## src/flv_avc_payload_extractor_macros.svh

```systemverilog
// Assertion helpers for the payload extractor.
// Both sample on the rising clock edge and are quiet while reset is applied.
`ifndef FLV_AVC_PAYLOAD_EXTRACTOR_MACROS_SVH
`define FLV_AVC_PAYLOAD_EXTRACTOR_MACROS_SVH

// Consequent must hold in the same cycle as the antecedent.
`define FAP_ASSERT_NOW(label, ante, cons, msg) \
	label: assert property (@(posedge clk) disable iff (!arst_n) (ante) |-> (cons)) \
		else $error(msg);

// Consequent must hold in the cycle after the antecedent.
`define FAP_ASSERT_NEXT(label, ante, cons, msg) \
	label: assert property (@(posedge clk) disable iff (!arst_n) (ante) |=> (cons)) \
		else $error(msg);

`endif

```

## src/fap_pkg.sv

```systemverilog
`default_nettype none

package fap_pkg;

	typedef enum logic [8:0] {
		PH_HDR   = 9'b000000001,
		PH_NLEN  = 9'b000000010,
		PH_NDATA = 9'b000000100,
		PH_SEEK  = 9'b000001000,
		PH_COUNT = 9'b000010000,
		PH_LHI   = 9'b000100000,
		PH_LLO   = 9'b001000000,
		PH_SDATA = 9'b010000000,
		PH_DONE  = 9'b100000000
	} phase_t;

	typedef enum logic [1:0] {
		KIND_DATA  = 2'd0,
		KIND_OK    = 2'd1,
		KIND_TRUNC = 2'd2
	} kind_t;

	// Index of the final byte of the tag header and of the NALU size field.
	localparam logic [2:0] HDR_LAST  = 3'd4;
	localparam logic [2:0] NLEN_LAST = 3'd3;
	localparam int         KF_BIT    = 4;

	localparam logic [7:0] SEEK_MASK      = 8'hFC;
	localparam logic [7:0] SPS_COUNT_MASK = 8'h1F;
	localparam logic [7:0] START_CODE_TAIL = 8'h01;
	localparam logic [2:0] START_CODE_LEN  = 3'd4;

endpackage

`default_nettype wire

```

## src/flv_avc_payload_extractor.sv

```systemverilog
// FLV AVC payload extractor.
// The tag channel (tag_valid, tag_stall, in_byte, in_last) takes the body of one
// video tag a byte per request, in_last marking its final byte. The result channel
// (res_valid, res_stall and the result fields) gives the Annex B stream: passed-through
// NALU bytes, or parameter sets each preceded by the start code 00 00 00 01, and one
// status result (done or truncated) after the final byte. run_last marks the last
// result caused by one input byte.
// An accepted byte is registered in the input register, then decoded into the result
// register. Throughput: one byte per cycle while the result register is free; bytes
// with no result never wait. Each byte owns the result register until all its results
// (up to five, after a set's second length byte) are taken, so a start code holds off
// the tag channel.
// While the receiver stalls, the result held stays put. Bytes that yield no result
// still pass through the parser; the next byte that yields one waits in the input
// register, and tag_stall rises.
// Reset returns the parser to the tag header and drops any buffered request; the
// input and result valid flags go low at once.
`default_nettype none
`include "flv_avc_payload_extractor_macros.svh"

module flv_avc_payload_extractor import fap_pkg::*; (
	input  wire logic       clk,
	input  wire logic       arst_n,
	input  wire logic       tag_valid,
	output logic            tag_stall,
	input  wire logic [7:0] in_byte,
	input  wire logic       in_last,
	output logic            res_valid,
	input  wire logic       res_stall,
	output logic [7:0]      out_byte,
	output logic [1:0]      kind,
	output logic            keyframe,
	output logic            from_sequence_header,
	output logic            run_last
);

	// Input register
	logic       valid_s1;
	logic [7:0] byte_s1;
	logic       last_s1;

	// Parser state
	phase_t      phase_q;
	logic [2:0]  idx_q;
	logic [31:0] accum_q;
	logic [31:0] rem_q;
	logic [7:0]  sets_q;
	logic        pps_q;
	logic        kf_q;
	logic        nalu_q;

	// Result register
	logic       valid_s2;
	logic [2:0] n_s2;
	logic [2:0] body_s2;
	logic [2:0] pos_s2;
	logic       sc_s2;
	logic [7:0] byte_s2;
	kind_t      status_s2;
	logic       kf_s2;
	logic       sh_s2;

	// Next state
	phase_t      phase_d;
	logic [2:0]  idx_d;
	logic [31:0] accum_d;
	logic [31:0] rem_d;
	logic [7:0]  sets_d;
	logic        pps_d;
	logic        kf_d;
	logic        nalu_d;
	logic [7:0]  count_w;
	logic        set_end;
	logic        list_end;
	logic        has_sc;
	logic        has_data;
	logic [2:0]  body_d;
	logic [2:0]  n_d;
	logic        known;
	kind_t       status_d;

	logic advance;
	logic s2_done;
	logic s2_free;
	logic in_body;

	always_comb begin
		phase_d  = phase_q;
		idx_d    = idx_q;
		accum_d  = accum_q;
		rem_d    = rem_q;
		sets_d   = sets_q;
		pps_d    = pps_q;
		kf_d     = kf_q;
		nalu_d   = nalu_q;
		count_w  = pps_q ? byte_s1 : (byte_s1 & SPS_COUNT_MASK);
		set_end  = 1'b0;
		list_end = 1'b0;
		has_sc   = 1'b0;
		has_data = 1'b0;
		unique case (phase_q)
			PH_HDR: begin
				if (idx_q == 3'd0) kf_d = byte_s1[KF_BIT];
				if (idx_q == 3'd1) nalu_d = byte_s1[0];
				idx_d = idx_q + 3'd1;
				if (idx_q >= HDR_LAST) begin
					idx_d   = '0;
					phase_d = nalu_d ? PH_NLEN : PH_SEEK;
				end
			end
			PH_NLEN: begin
				accum_d = {accum_q[23:0], byte_s1};
				idx_d   = idx_q + 3'd1;
				if (idx_q >= NLEN_LAST) begin
					idx_d   = '0;
					rem_d   = accum_d;
					phase_d = (accum_d != '0) ? PH_NDATA : PH_DONE;
				end
			end
			PH_NDATA: begin
				has_data = 1'b1;
				rem_d    = rem_q - 32'd1;
				if (rem_d == '0) phase_d = PH_DONE;
			end
			PH_SEEK: begin
				if ((byte_s1 & SEEK_MASK) == SEEK_MASK) begin
					pps_d   = 1'b0;
					phase_d = PH_COUNT;
				end
			end
			PH_COUNT: begin
				sets_d = count_w;
				if (count_w != '0) phase_d = PH_LHI;
				else list_end = 1'b1;
			end
			PH_LHI: begin
				accum_d = {24'd0, byte_s1};
				phase_d = PH_LLO;
			end
			PH_LLO: begin
				accum_d = {16'd0, accum_q[7:0], byte_s1};
				has_sc  = 1'b1;
				rem_d   = accum_d;
				if (accum_d != '0) phase_d = PH_SDATA;
				else set_end = 1'b1;
			end
			PH_SDATA: begin
				has_data = 1'b1;
				rem_d    = rem_q - 32'd1;
				if (rem_d == '0) set_end = 1'b1;
			end
			PH_DONE: begin
			end
			default: begin
			end
		endcase

		if (set_end) begin
			sets_d = sets_q - 8'd1;
			if (sets_d != '0) phase_d = PH_LHI;
			else list_end = 1'b1;
		end
		// The SPS list is followed by the PPS list; after that the tag is complete.
		if (list_end) begin
			if (pps_q) begin
				phase_d = PH_DONE;
			end else begin
				pps_d   = 1'b1;
				phase_d = PH_COUNT;
			end
		end

		body_d   = has_sc ? START_CODE_LEN : {2'b00, has_data};
		n_d      = body_d + {2'b00, last_s1};
		known    = !(phase_d == PH_HDR && idx_d < 3'd2);
		status_d = (phase_d == PH_DONE) ? KIND_OK : KIND_TRUNC;
	end

	assign s2_done   = valid_s2 && !res_stall && (pos_s2 == n_s2 - 3'd1);
	assign s2_free   = !valid_s2 || s2_done;
	// A byte that yields no result only updates the parser, so it need not wait.
	assign advance   = valid_s1 && ((n_d == '0) || s2_free);
	assign tag_stall = valid_s1 && !advance;

	always_ff @(posedge clk or negedge arst_n) begin
		if (!arst_n) begin
			valid_s1 <= 1'b0;
		end else if (tag_valid && !tag_stall) begin
			valid_s1 <= 1'b1;
		end else if (advance) begin
			valid_s1 <= 1'b0;
		end
	end

	always_ff @(posedge clk) begin
		if (tag_valid && !tag_stall) begin
			byte_s1 <= in_byte;
			last_s1 <= in_last;
		end
	end

	always_ff @(posedge clk or negedge arst_n) begin
		if (!arst_n) begin
			phase_q <= PH_HDR;
			idx_q   <= '0;
			accum_q <= '0;
			rem_q   <= '0;
			sets_q  <= '0;
			pps_q   <= 1'b0;
			kf_q    <= 1'b0;
			nalu_q  <= 1'b0;
		end else if (advance) begin
			if (last_s1) begin
				phase_q <= PH_HDR;
				idx_q   <= '0;
				accum_q <= '0;
				rem_q   <= '0;
				sets_q  <= '0;
				pps_q   <= 1'b0;
				kf_q    <= 1'b0;
				nalu_q  <= 1'b0;
			end else begin
				phase_q <= phase_d;
				idx_q   <= idx_d;
				accum_q <= accum_d;
				rem_q   <= rem_d;
				sets_q  <= sets_d;
				pps_q   <= pps_d;
				kf_q    <= kf_d;
				nalu_q  <= nalu_d;
			end
		end
	end

	always_ff @(posedge clk or negedge arst_n) begin
		if (!arst_n) begin
			valid_s2 <= 1'b0;
			pos_s2   <= '0;
		end else if (advance && (n_d != '0)) begin
			valid_s2 <= 1'b1;
			pos_s2   <= '0;
		end else if (s2_done) begin
			valid_s2 <= 1'b0;
		end else if (valid_s2 && !res_stall) begin
			pos_s2 <= pos_s2 + 3'd1;
		end
	end

	always_ff @(posedge clk) begin
		if (advance && (n_d != '0)) begin
			n_s2      <= n_d;
			body_s2   <= body_d;
			sc_s2     <= has_sc;
			byte_s2   <= byte_s1;
			status_s2 <= status_d;
			kf_s2     <= kf_d;
			sh_s2     <= known & ~nalu_d;
		end
	end

	assign in_body              = pos_s2 < body_s2;
	assign res_valid            = valid_s2;
	assign keyframe             = kf_s2;
	assign from_sequence_header = sh_s2;
	assign run_last             = pos_s2 == n_s2 - 3'd1;

	always_comb begin
		if (!in_body) begin
			out_byte = '0;
			kind     = status_s2;
		end else if (sc_s2) begin
			out_byte = (pos_s2 == START_CODE_LEN - 3'd1) ? START_CODE_TAIL : 8'h00;
			kind     = KIND_DATA;
		end else begin
			out_byte = byte_s2;
			kind     = KIND_DATA;
		end
	end

	`FAP_ASSERT_NOW(a_pos_in_range, res_valid, pos_s2 < n_s2, "result position past its count")
	`FAP_ASSERT_NOW(a_start_code_tail, res_valid && sc_s2 && pos_s2 == 3'd3,
		out_byte == START_CODE_TAIL && kind == KIND_DATA, "start code does not end in 01")
	`FAP_ASSERT_NEXT(a_tag_end_resets, advance && last_s1,
		phase_q == PH_HDR && idx_q == 3'd0 && !pps_q, "parser not back at header after tag end")

endmodule

`default_nettype wire
```

## config.mk

```make
export PLATFORM = sky130hd
export DESIGN_NAME = flv_avc_payload_extractor
export DESIGN_NICKNAME = d
export VERILOG_FILES = /design/src/fap_pkg.sv /design/src/flv_avc_payload_extractor.sv
export VERILOG_INCLUDE_DIRS = /design/src /design/src/src
export SDC_FILE = /design/constraint.sdc
export NUM_CORES = 1
export LEC_CHECK = 0
export BUFFER_PORTS_ARGS = -buffer_cell sky130_fd_sc_hd__buf_2
export CORE_UTILIZATION = 45
export CTS_CLUSTER_DIAMETER = 80
export DETAILED_ROUTE_END_ITERATION = 8
export PLACE_DENSITY = 0.72
export SYNTH_ARGS = -nofsm -noshare
export SYNTH_HDL_FRONTEND = slang
export SYNTH_SLANG_ARGS = --single-unit
export TNS_END_PERCENT = 50
```

## constraint.sdc

```tcl
create_clock -name clk -period 3.86 [get_ports clk]
set_input_delay 0.386 -clock clk [delete_from_list [all_inputs] [get_ports clk]]
set_output_delay 0.386 -clock clk [all_outputs]
set_load 0.03 [all_outputs]
```

==> flow_summary_export.csv <==
group,metric,value,unit
status,outcome,"finished, final reports clean",
global_route,grt_pass1_wl,30.8,mm
synth,synth_top_family_by_area,"simple AND/OR/NAND/NOR gates",
worst_setup_path,required,3.94,ns
global_route,grt_usage,0.272,
timing,slew_viol_final,0,
clocking,clkSinkCount,109,
clocking,cts_root_buf,"clkbuf_16",
drt,drt-pass1-iter-count,5,
timing,tns,0,ns
power,internal_power,2340,µW
drt,vias,6015,
timing,worst_slew_pin_slew,0.995,ns
synth,postSynthAreaPerCell,8.75,µm²
drt,via_per_inst,6.31,
floorplan,die_h,123,µm
timing,timing.fmax,0.272,GHz
placed_design,place_congestion,0.956,
timing,fin_crit_sh,0.951,
power,peakVddDrop,0.000330,V
placed_design,preCtsSetupSlack,0.173,ns
synth,synthMuxAreaShare,0.00933,
floorplan,die_w,123,µm
finish,drive_gt1_frac,0.111,
synth,netlist_instances,751,
worst_setup_path,crit_type,"register to register",
power,clkPwrFrac,0.255,
drt,ant_nets,0,
clocking,numCtsBuffers,9,
worst_setup_path,cpMaxStageDelayCell,"or3b_2",
worst_setup_path,endpoint_kind,"register",
worst_setup_path,critical_path.max_fanout,7,
power,swShare,0.373,
worst_setup_path,worstPathArrival,3.75,ns
power,pwr-share-seq,0.439,
clocking,clkTransAtPathRegs,0.08,ns
synth,synth_fa_ha_area_frac,0.0286,
synth,synthArstFlopShare,0.771,
placed_design,hpwlAfterDp,13.5,mm
drt,drc,0,
floorplan,fp-row-count,43,
clocking,cts_buffer_depth,2,
timing,finalHoldViolations,0,
finish,fin_util,0.513,
timing,timing.final.ws_setup,0.188,ns
drt,drt-total-wl,19.1,mm
power,p_switching,1390,µW
finish,area_growth,9.71,%
min_path,hold_class,"input pin to async pin",
synth,synth_xor_area_frac,0.0276,
global_route,grt_start_max_net_pins,60,
synth,synth_compound_area_frac,0.190,
floorplan,core,14000,µm²
drt,dr.first_iter.drc_count,714,
clocking,cts_tree,"yes",
floorplan,die_area,15100,µm²
power,cellLeakagePower,0.00316,µW
synth,syn-num-nets,779,
timing,hold_slack,0.103,ns
flow_run,drv_cap,0,
finish,layout.nets,797,
worst_setup_path,cp_num_buf_inv,1,
clocking,cts-htree-levels,3,
synth,synth_cell_type_count,69,
synth,yosysSeqAreaShare,0.434,
timing,grt_setup_unrepaired,"no",
worst_setup_path,path_delay_family,"simple AND/OR/NAND/NOR gates",
finish,diodes,0,
global_route,grt_antenna_before_repair,0,
timing,slew_headroom,0.335,
clocking,post-cts-setup-buffers,0,
synth,synth_edf_count,25,
global_route,gr-total-overflow,0,
finish,fill_cells,1273,
synth,synth_warnings,0,
synth,synthSimpleGateAreaFrac,0.276,
synth,syn_area,6570,µm²
placed_design,io_buffers,27,
synth,synthFlopType,"dfrtp_1",
worst_setup_path,slowest_delay,0.50,ns
clocking,cts.repair.resized,0,
floorplan,initial_core_util,0.468,
timing,setup_viol,0,
power,power_frac_comb,0.306,
drt,wl_per_cell,20.0,µm
synth,synth.ff_latch_count,109,
global_route,grt_pass1_vias,5656,
floorplan,io_pins,28,
timing,period_minus_slack,3.67,ns
timing,clock_skew,0.0169,ns
clocking,postCtsHoldBufs,0,
worst_setup_path,crit_chain,"inv_1 -> ha_1 -> or3b_2 -> xnor2_1 -> nor3_1 -> nand4_1 -> nor4_4 -> nand4b_1 -> o31ai_1 -> or2_2 -> nand3_1",
power,powerDensity,518,nW/µm²
worst_setup_path,start_kind,"register",
clocking,clock_latency,0.37,ns
-- flip-flops by register name, summed over array words and instances, names as in the netlist, 2 cells and up --
signal / count
phase_q: 9
rem_q: 32
accum_q: 24
n_s2: 2
sets_q: 8
status_s2: 2
body_s2: 2
byte_s2: 8
idx_q: 3
pos_s2: 3
byte_s1: 8
-- stage by stage --
step,cells,total power (µW),area (µm²)
floorplan,751,2380,6570
global placement,938,2750,6910
detailed placement,938,2780,6910
CTS,954,3740,7200
global route,954,3940,7210
finish,954,3730,7210
-- worst paths after layout --
path	slack [ns]	startpoint	endpoint	depth (start not counted)
max	0.19	rem_q[0]	status_s2[1]	11
min in group clk	0.20	in_last	last_s1	1
max in group asynchronous	2.83	arst_n	phase_q[8]	2
min reg2reg	0.48	kf_q	kf_q	2
max reg2reg	0.19	rem_q[0]	status_s2[1]	11
min	0.10	arst_n	idx_q[0]	1
-- cell type report --
cell class / count / area (µm²) / share of cell area
Inverter: 20 / 75.1 / 0.0104
Tap cell: 180 / 225 / 0.0312
Clock buffer: 12 / 246 / 0.0342
Sequential cell: 109 / 2850 / 0.396
Timing Repair Buffer: 43 / 258 / 0.0358
Multi-Input combinational cell: 586 / 3500 / 0.486
Clock inverter: 4 / 47.5 / 0.00659
-- cells in the mapped netlist, types with 5 or more instances --
library cell,n,share of area
nor4_4,5,0.016
mux2i_1,5,0.0076
a22o_1,13,0.017
and4_1,5,0.0067
or3_1,7,0.0067
a21oi_1,47,0.036
nor2_1,77,0.044
nand3_1,18,0.014
clkbuf_1,30,0.017
and3_1,15,0.014
edfxtp_1,25,0.11
nor3_1,32,0.024
nor4_1,15,0.014
inv_1,20,0.011
o31ai_1,8,0.0091
o21ai_0,97,0.074
dfrtp_1,83,0.32
nand2_1,95,0.054
or4_1,5,0.0057
a31oi_1,12,0.011
xnor2_1,9,0.012
nand2b_1,7,0.0067
xor2_1,9,0.012
nor4b_1,5,0.0067
and2_1,8,0.0076
nand3b_1,5,0.0057
nand4b_1,5,0.0067
buf_2,5,0.0038
ha_1,15,0.029
-- power groups by stage --
stage,sequential [µW],clock [µW],combinational (µW)
floorplan,1560,0,822
global placement,1650,0,1110
detailed placement,1650,0,1130
CTS,1630,966,1140
global route,1660,1000,1270
finish,1640,952,1140
-- per-layer routing --
layer  share of wire  GRT usage  wire (µm)  vias up
li1                -          -          -     2769
met1            0.46      0.393       8790     2947
met2            0.45      0.408       8610      265
met3           0.063     0.0404       1210       34
met4           0.024      0.108        456        0
met5               0          0          0        -
-- layout by cell type (no fill, tap or decap), types with 7 or more instances in the layout --
cell type  instances
a22o_1            13
nand2b_1           7
o31ai_1            8
a31oi_1           11
or3_1              7
and3_1            15
xnor2_1            9
and2_1             8
o21ai_0           96
buf_4             17
inv_1             20
nand3_1           18
clkbuf_16          9
xor2_1             9
nor3_1            32
nor4_1            15
edfxtp_1          25
nor2_1            77
dfrtp_1           83
a21oi_1           47
buf_2             26
ha_1              15
nand2_1           95
-- logic make-up (layout without fill, tap and decap cells) --
kind of cell / Yosys count / in the layout
compound gates: 209 / 209
xor+xnor: 19 / 19
fa+ha+maj: 15 / 15
buf+inv: 56 / 79
flops: 109 / 109
mux: 6 / 6
simple gates: 337 / 337
Note: power is estimated with default switching activity, not from simulation.
